### src/hdl/lzw_pkg.sv
// ----------------------------------------------------------------------------
// lzw_pkg
// Widths and shared types of the LZW stream compressor.
// ----------------------------------------------------------------------------
package lzw_pkg;

  // Code and counter widths
  localparam int CODE_W     = 12;
  localparam int CNT_W      = 13;
  localparam int SC_W       = 9;
  localparam int SYM_W      = 8;
  localparam int CODE_SPACE = 4096;

  // One code handed to the output register
  typedef struct packed {
    logic              valid;
    logic [CODE_W-1:0] code;
    logic              eos;
  } emit_t;

endpackage

### src/hdl/lzw_code_if.sv
// ----------------------------------------------------------------------------
// lzw_code_if
// Code channel: one emitted code and its end-of-stream flag per item.
// ----------------------------------------------------------------------------
interface lzw_code_if;
  logic                       valid;
  logic                       ready;
  logic [lzw_pkg::CODE_W-1:0] out_code;
  logic                       end_of_stream;

  modport source (output valid, output out_code, output end_of_stream, input ready);
  modport sink (input valid, input out_code, input end_of_stream, output ready);
endinterface

### src/hdl/lzw_out_reg.sv
// ----------------------------------------------------------------------------
// lzw_out_reg
// Output register of the code channel; decouples the core from stalls.
// ----------------------------------------------------------------------------
module lzw_out_reg (
  input  logic               clk_i,
  input  logic               rst_ni,
  input  lzw_pkg::emit_t     emit_i,
  output logic               free_o,
  lzw_code_if.source         code_o
);

  logic                       valid_q;
  logic [lzw_pkg::CODE_W-1:0] code_q;
  logic                       eos_q;

  // Slot can take a new code when empty or draining this cycle
  assign free_o = !valid_q || code_o.ready;

  // Valid flag
  always_ff @(posedge clk_i or negedge rst_ni) begin
    if (!rst_ni) begin
      valid_q <= 1'b0;
    end else if (emit_i.valid && free_o) begin
      valid_q <= 1'b1;
    end else if (code_o.ready) begin
      valid_q <= 1'b0;
    end
  end

  // Payload
  always_ff @(posedge clk_i) begin
    if (emit_i.valid && free_o) begin
      code_q <= emit_i.code;
      eos_q  <= emit_i.eos;
    end
  end

  assign code_o.valid         = valid_q;
  assign code_o.out_code      = code_q;
  assign code_o.end_of_stream = eos_q;

endmodule

### src/flat_wrapper.sv
// flat-port wrapper written by rule: the top's interface ports become plain ports
module lzw_out_reg_flat 
  (clk_i, rst_ni, emit_i, free_o, code_o_valid, code_o_out_code, code_o_end_of_stream, code_o_ready);
  lzw_code_if code_o_i ();
  input  logic clk_i;
  input  logic rst_ni;
  input  lzw_pkg::emit_t emit_i;
  output logic free_o;
  output wire logic [$bits(code_o_i.valid)-1:0] code_o_valid;
  output wire logic [$bits(code_o_i.out_code)-1:0] code_o_out_code;
  output wire logic [$bits(code_o_i.end_of_stream)-1:0] code_o_end_of_stream;
  input wire logic [$bits(code_o_i.ready)-1:0] code_o_ready;
  assign code_o_valid = code_o_i.valid;
  assign code_o_out_code = code_o_i.out_code;
  assign code_o_end_of_stream = code_o_i.end_of_stream;
  assign code_o_i.ready = code_o_ready;
  lzw_out_reg u_core (.clk_i(clk_i), .rst_ni(rst_ni), .emit_i(emit_i), .free_o(free_o), .code_o(code_o_i));
endmodule
### config.mk
export PLATFORM = sky130hd
export DESIGN_NAME = lzw_out_reg_flat
export DESIGN_NICKNAME = d
export VERILOG_FILES = /design/src/hdl/lzw_pkg.sv /design/src/hdl/lzw_code_if.sv /design/src/hdl/lzw_out_reg.sv /design/src/flat_wrapper.sv
export SDC_FILE = /design/constraint.sdc
export NUM_CORES = 1
export LEC_CHECK = 0
export BUFFER_PORTS_ARGS = -buffer_cell sky130_fd_sc_hd__buf_2
export CAP_MARGIN = 0
export CELL_PAD_IN_SITES_DETAIL_PLACEMENT = 1
export CELL_PAD_IN_SITES_GLOBAL_PLACEMENT = 1
export CORE_MARGIN = 5
export CORE_UTILIZATION = 26
export DETAILED_ROUTE_END_ITERATION = 10
export PLACE_DENSITY_LB_ADDON = 0.1
export SETUP_SLACK_MARGIN = 0.1
export SLEW_MARGIN = 10
export SYNTH_ARGS = -nofsm -noshare
export SYNTH_HDL_FRONTEND = slang
export SYNTH_SLANG_ARGS = --single-unit
### constraint.sdc
create_clock -name clk_i -period 0.9 [get_ports clk_i]
set_input_delay 0 -clock clk_i [delete_from_list [all_inputs] [get_ports clk_i]]
set_output_delay 0 -clock clk_i [all_outputs]
set_load 0.05 [all_outputs]
### Word level (Yosys, flattened, before mapping)

Index checks and enable logic that the tools add are counted.

* register bits after elaboration: 14
* word-level logic and storage cells: 9
* input bits: 17
* output and inout bits: 15

* reduce and logical (&&, ||, !) cells: 4
* multiplexer cells: 2

Operators with widths (number)
* 2-to-1 mux 1 bit: 2
* nonzero test 2 bit: 1
* logical AND 1 bit: 1
* zero test 1 bit: 1
* logical OR 1 bit: 1

### Depth between registers and ports, before layout

* word-level depth: 4
* gate-level depth with buffers: 2
* depth with buffers taken out: 2

### Worst setup path after synthesis

No wires, ideal clock.

* kind: reg2reg
* start: register u_core.valid_q, in the netlist u_core.code_o.valid
* end: register u_core.eos_q, in the netlist u_core.code_o.end_of_stream, enable pin
* setup time: 0.308 ns
* path buffers: 0
* stages on the path, launching flop included: 3
* path slack: -0.490 ns
* arrival time: 1.083 ns
* data required time: 0.592 ns
* period minus slack after synthesis: 1.390 ns
* path through: dfrtp_1 -> nand2b_4 -> and2_4

* cells in the longest elaborated chain, start to end: 3

Ends and longest elaborated chain
* start: declaration: RTL line lzw_out_reg.sv:13 `logic valid_q;`
* start signal: assignment: RTL line lzw_out_reg.sv:23 `valid_q <= 1'b0;`
* start signal: assignment: RTL line lzw_out_reg.sv:25 `valid_q <= 1'b1;`
* start signal: assignment: RTL line lzw_out_reg.sv:27 `valid_q <= 1'b0;`
* zero test 1 bit: RTL line lzw_out_reg.sv:18 `assign free_o = !valid_q || code_o.ready;`
* logical OR 1 bit: RTL line lzw_out_reg.sv:18
* net free_o: RTL line flat_wrapper.sv:8 `output logic free_o;`
* logical AND 1 bit: RTL line lzw_out_reg.sv:33 `if (emit_i.valid && free_o) begin`
* end signal: assignment: RTL line lzw_out_reg.sv:35 `eos_q <= emit_i.eos;`
* end: declaration: RTL line lzw_out_reg.sv:15 `logic eos_q;`

The timed path passes the listed nets, and every way through them passes these cells.
A chain may end at the register's enable or synchronous reset.

### Worst setup path in the final report

* start: register u_core.valid_q, in the netlist u_core.code_o.valid
* end: output port free_o

* cells in the longest elaborated chain, start to end: 2

Ends and longest elaborated chain (RTL line)
* zero test 1 bit: lzw_out_reg.sv:18
* logical OR 1 bit: lzw_out_reg.sv:18
* end: declaration: flat_wrapper.sv:8

No other way between the ends.

==> results.py <==
metrics = {
    "setup_path": {
        "reg2reg_depth": 2,
        "r2r-start": "u_core.code_o.valid",
        "crit_fanout": 3,
        "r2r_setup_slack_ps": -90,
        "r2r-end": "u_core.code_o.out_code[5]",
        "cp.arrival_ps": 1010,
        "worstSetupStartpoint": "u_core.code_o.valid",
        "path_class": "reg -> out",
        "crit_path_end_kind": "output port",
        "critPathCapture": "free_o",
        "cp.required_ps": 900,
        "critPathLaunchType": "flop",
    },
    "final_layout": {
        "mostFrequentLayoutCell": "buf_2",
        "mostFrequentLayoutCells": "buf_2 (16), dlygate4sd3_1 (15), buf_6 (15)",
        "fill_cells": 166,
        "fin_nets": 88,
        "final_cell_count_no_fill": 87,
        "antenna_cells": 0,
        "syn_to_final_growth_pct": 110,
        "drive_above_1_share": 0.586,
    },
    "sta": {
        "drv_slew": 0,
        "timing.fmax_ghz": 0.987,
        "hold_viol": 0,
        "timing.final.ws_setup_ps": -114,
        "fin_hold_ws_ps": 14.8,
        "fin_crit_sh": 1.13,
        "tightest_slew_ps": 111,
        "layout_min_cycle_time_ps": 1010,
        "setup_violations": 15,
        "fin_skew_ps": 5.99,
        "rsz0062_at_grt": "yes",
        "relSlewSlack": 0.926,
    },
    "floorplanning": {
        "io_pins": 32,
        "initial_core_util": 0.266,
        "num_rows": 15,
        "die_x_microns": 51.3,
        "die_y_microns": 51.3,
        "core_sq_um": 1670,
        "dieArea_sq_um": 2630,
    },
    "routing": {
        "routed_via_density": 4.22,
        "wirelength_microns": 1220,
        "vias": 367,
        "drtIter0Drc": 9,
        "first_pass_iters": 2,
        "drtAntennaViolNets": 0,
        "drc": 0,
        "wl_per_cell_microns": 14.0,
    },
    "cts": {
        "cts_root_buf": "clkbuf_4",
        "clk_latency_ps": 280,
        "cts_buffer_depth": 2,
        "htree_num_levels": 1,
        "cts.sink_count": 14,
        "path_clk_slew_ps": 80,
        "cts_buffers": 3,
        "cts_tree": "built",
    },
    "status": {
        "status": "finished with violations",
        "failed_checks": "setup timing",
    },
    "power_and_ir_drop": {
        "power.share.switching": 0.261,
        "ir_drop_v": 0.000894,
        "comb_power_share": 0.221,
        "power.clock.fraction": 0.288,
        "powerDensity_nw_per_um2": 1680,
        "switchingPower_uw": 411,
        "p_int_uw": 1160,
        "p_leak_uw": 0.000404,
        "power_frac_seq": 0.491,
    },
    "placement": {
        "io_buffers": 31,
        "gp_congestion": 0.629,
        "dp_cells": 66,
    },
    "logic_synthesis": {
        "yosys_warnings": 0,
        "synth.avg_cell_area_sq_um": 26.1,
        "synthesis.nets": 34,
        "synthCells": 17,
        "synth-seq-cells": 14,
        "ys_seq_area_frac": 0.935,
        "syn-cell-area_sq_um": 444,
        "synth_cell_type_count": 5,
    },
    "grt": {
        "grt_pass1_vias": 432,
        "antenna_found_initial": 0,
        "track_usage": 0.104,
        "grt_pass1_wl_microns": 1910,
        "grt_max_degree": 9,
        "gr-total-overflow": 0,
    },
    "job": {
        "cap_viol_max_count": 0,
    },
    "hold_path": {
        "hold_path.class": "in -> async",
    },
}
[cells in the mapped netlist]
master / count / share of area
nand2b_4: 1 / 0.031
edfxtp_1: 13 / 0.88
dfrtp_1: 1 / 0.056
nand2b_1: 1 / 0.014
and2_4: 1 / 0.020
[critical path: stages, from the launching register on]
cell and delay (ps):
dfrtp_2 430, nand2b_4 80, buf_6 100, buf_8 130
[sequential cells by signal, summed over array words and instances, names as in the netlist]
register / count
u_core.code_o.valid: 1
u_core.code_o.end_of_stream: 1
u_core.code_o.out_code: 12
[power groups by stage]
stage,clock (uW),sequential (uW),combinational (uW)
after floorplan,0,904,34.1
after global placement,0,777,233
after detailed placement,0,779,236
after CTS,461,773,349
after global routing,496,776,364
final,452,772,348
[stage by stage]
step	utilization	area, sq um	setup TNS (ps)	total power, uW	setup slack, ps
4_1_cts	0.559	933	-1370	1580	-127
3_3_place_gp	0.377	629	-1570	1010	-121
3_5_place_dp	0.377	629	-1710	1010	-132
2_1_floorplan	-	445	-4910	938	-377
5_1_grt	0.559	933	-1800	1640	-172
6_report	0.559	933	-1270	1570	-114
[final cells by class]
cell class | instances | area [sq um] | area share
Tap cell | 17 | 21.3 | 0.0228
Sequential cell | 14 | 417 | 0.446
Clock buffer | 4 | 36.3 | 0.0389
Multi-Input combinational cell | 4 | 37.5 | 0.0402
Timing Repair Buffer | 48 | 422 | 0.452
[logic make-up after synthesis]
logic type | synth area share
flops | 0.935
simple gates | 0.0648
[repair_timing]
action                                 in CTS  in global routing
resized for setup                          33                  0
hold buffers                               15                  0
pin swaps                                   1                  0
setup endpoints to repair                  28                 29
setup buffers                               1                  0
cloned                                      1                  0
endpoints found under the hold margin      15                  0
[worst min-delay path by stage]
stage | endpoint | depth (start not counted)
2_1_floorplan | u_core.code_o.valid | 0
3_3_place_gp | u_core.code_o.valid | 1
3_5_place_dp | u_core.code_o.valid | 1
4_1_cts | u_core.code_o.valid | 2
5_1_grt | u_core.code_o.valid | 2
6_report | u_core.code_o.valid | 2
[per-layer routing]
metal / wire [microns] / global-route usage / share of wire / up-vias
met3: 88 / 0.0379 / 0.072 / 2
met5: 0 / 0 / 0 / -
met2: 709 / 0.202 / 0.58 / 17
li1: - / - / - / 172
met1: 396 / 0.0914 / 0.33 / 176
met4: 23 / 0.0568 / 0.019 / 0
(Power assumes the default switching activity.)
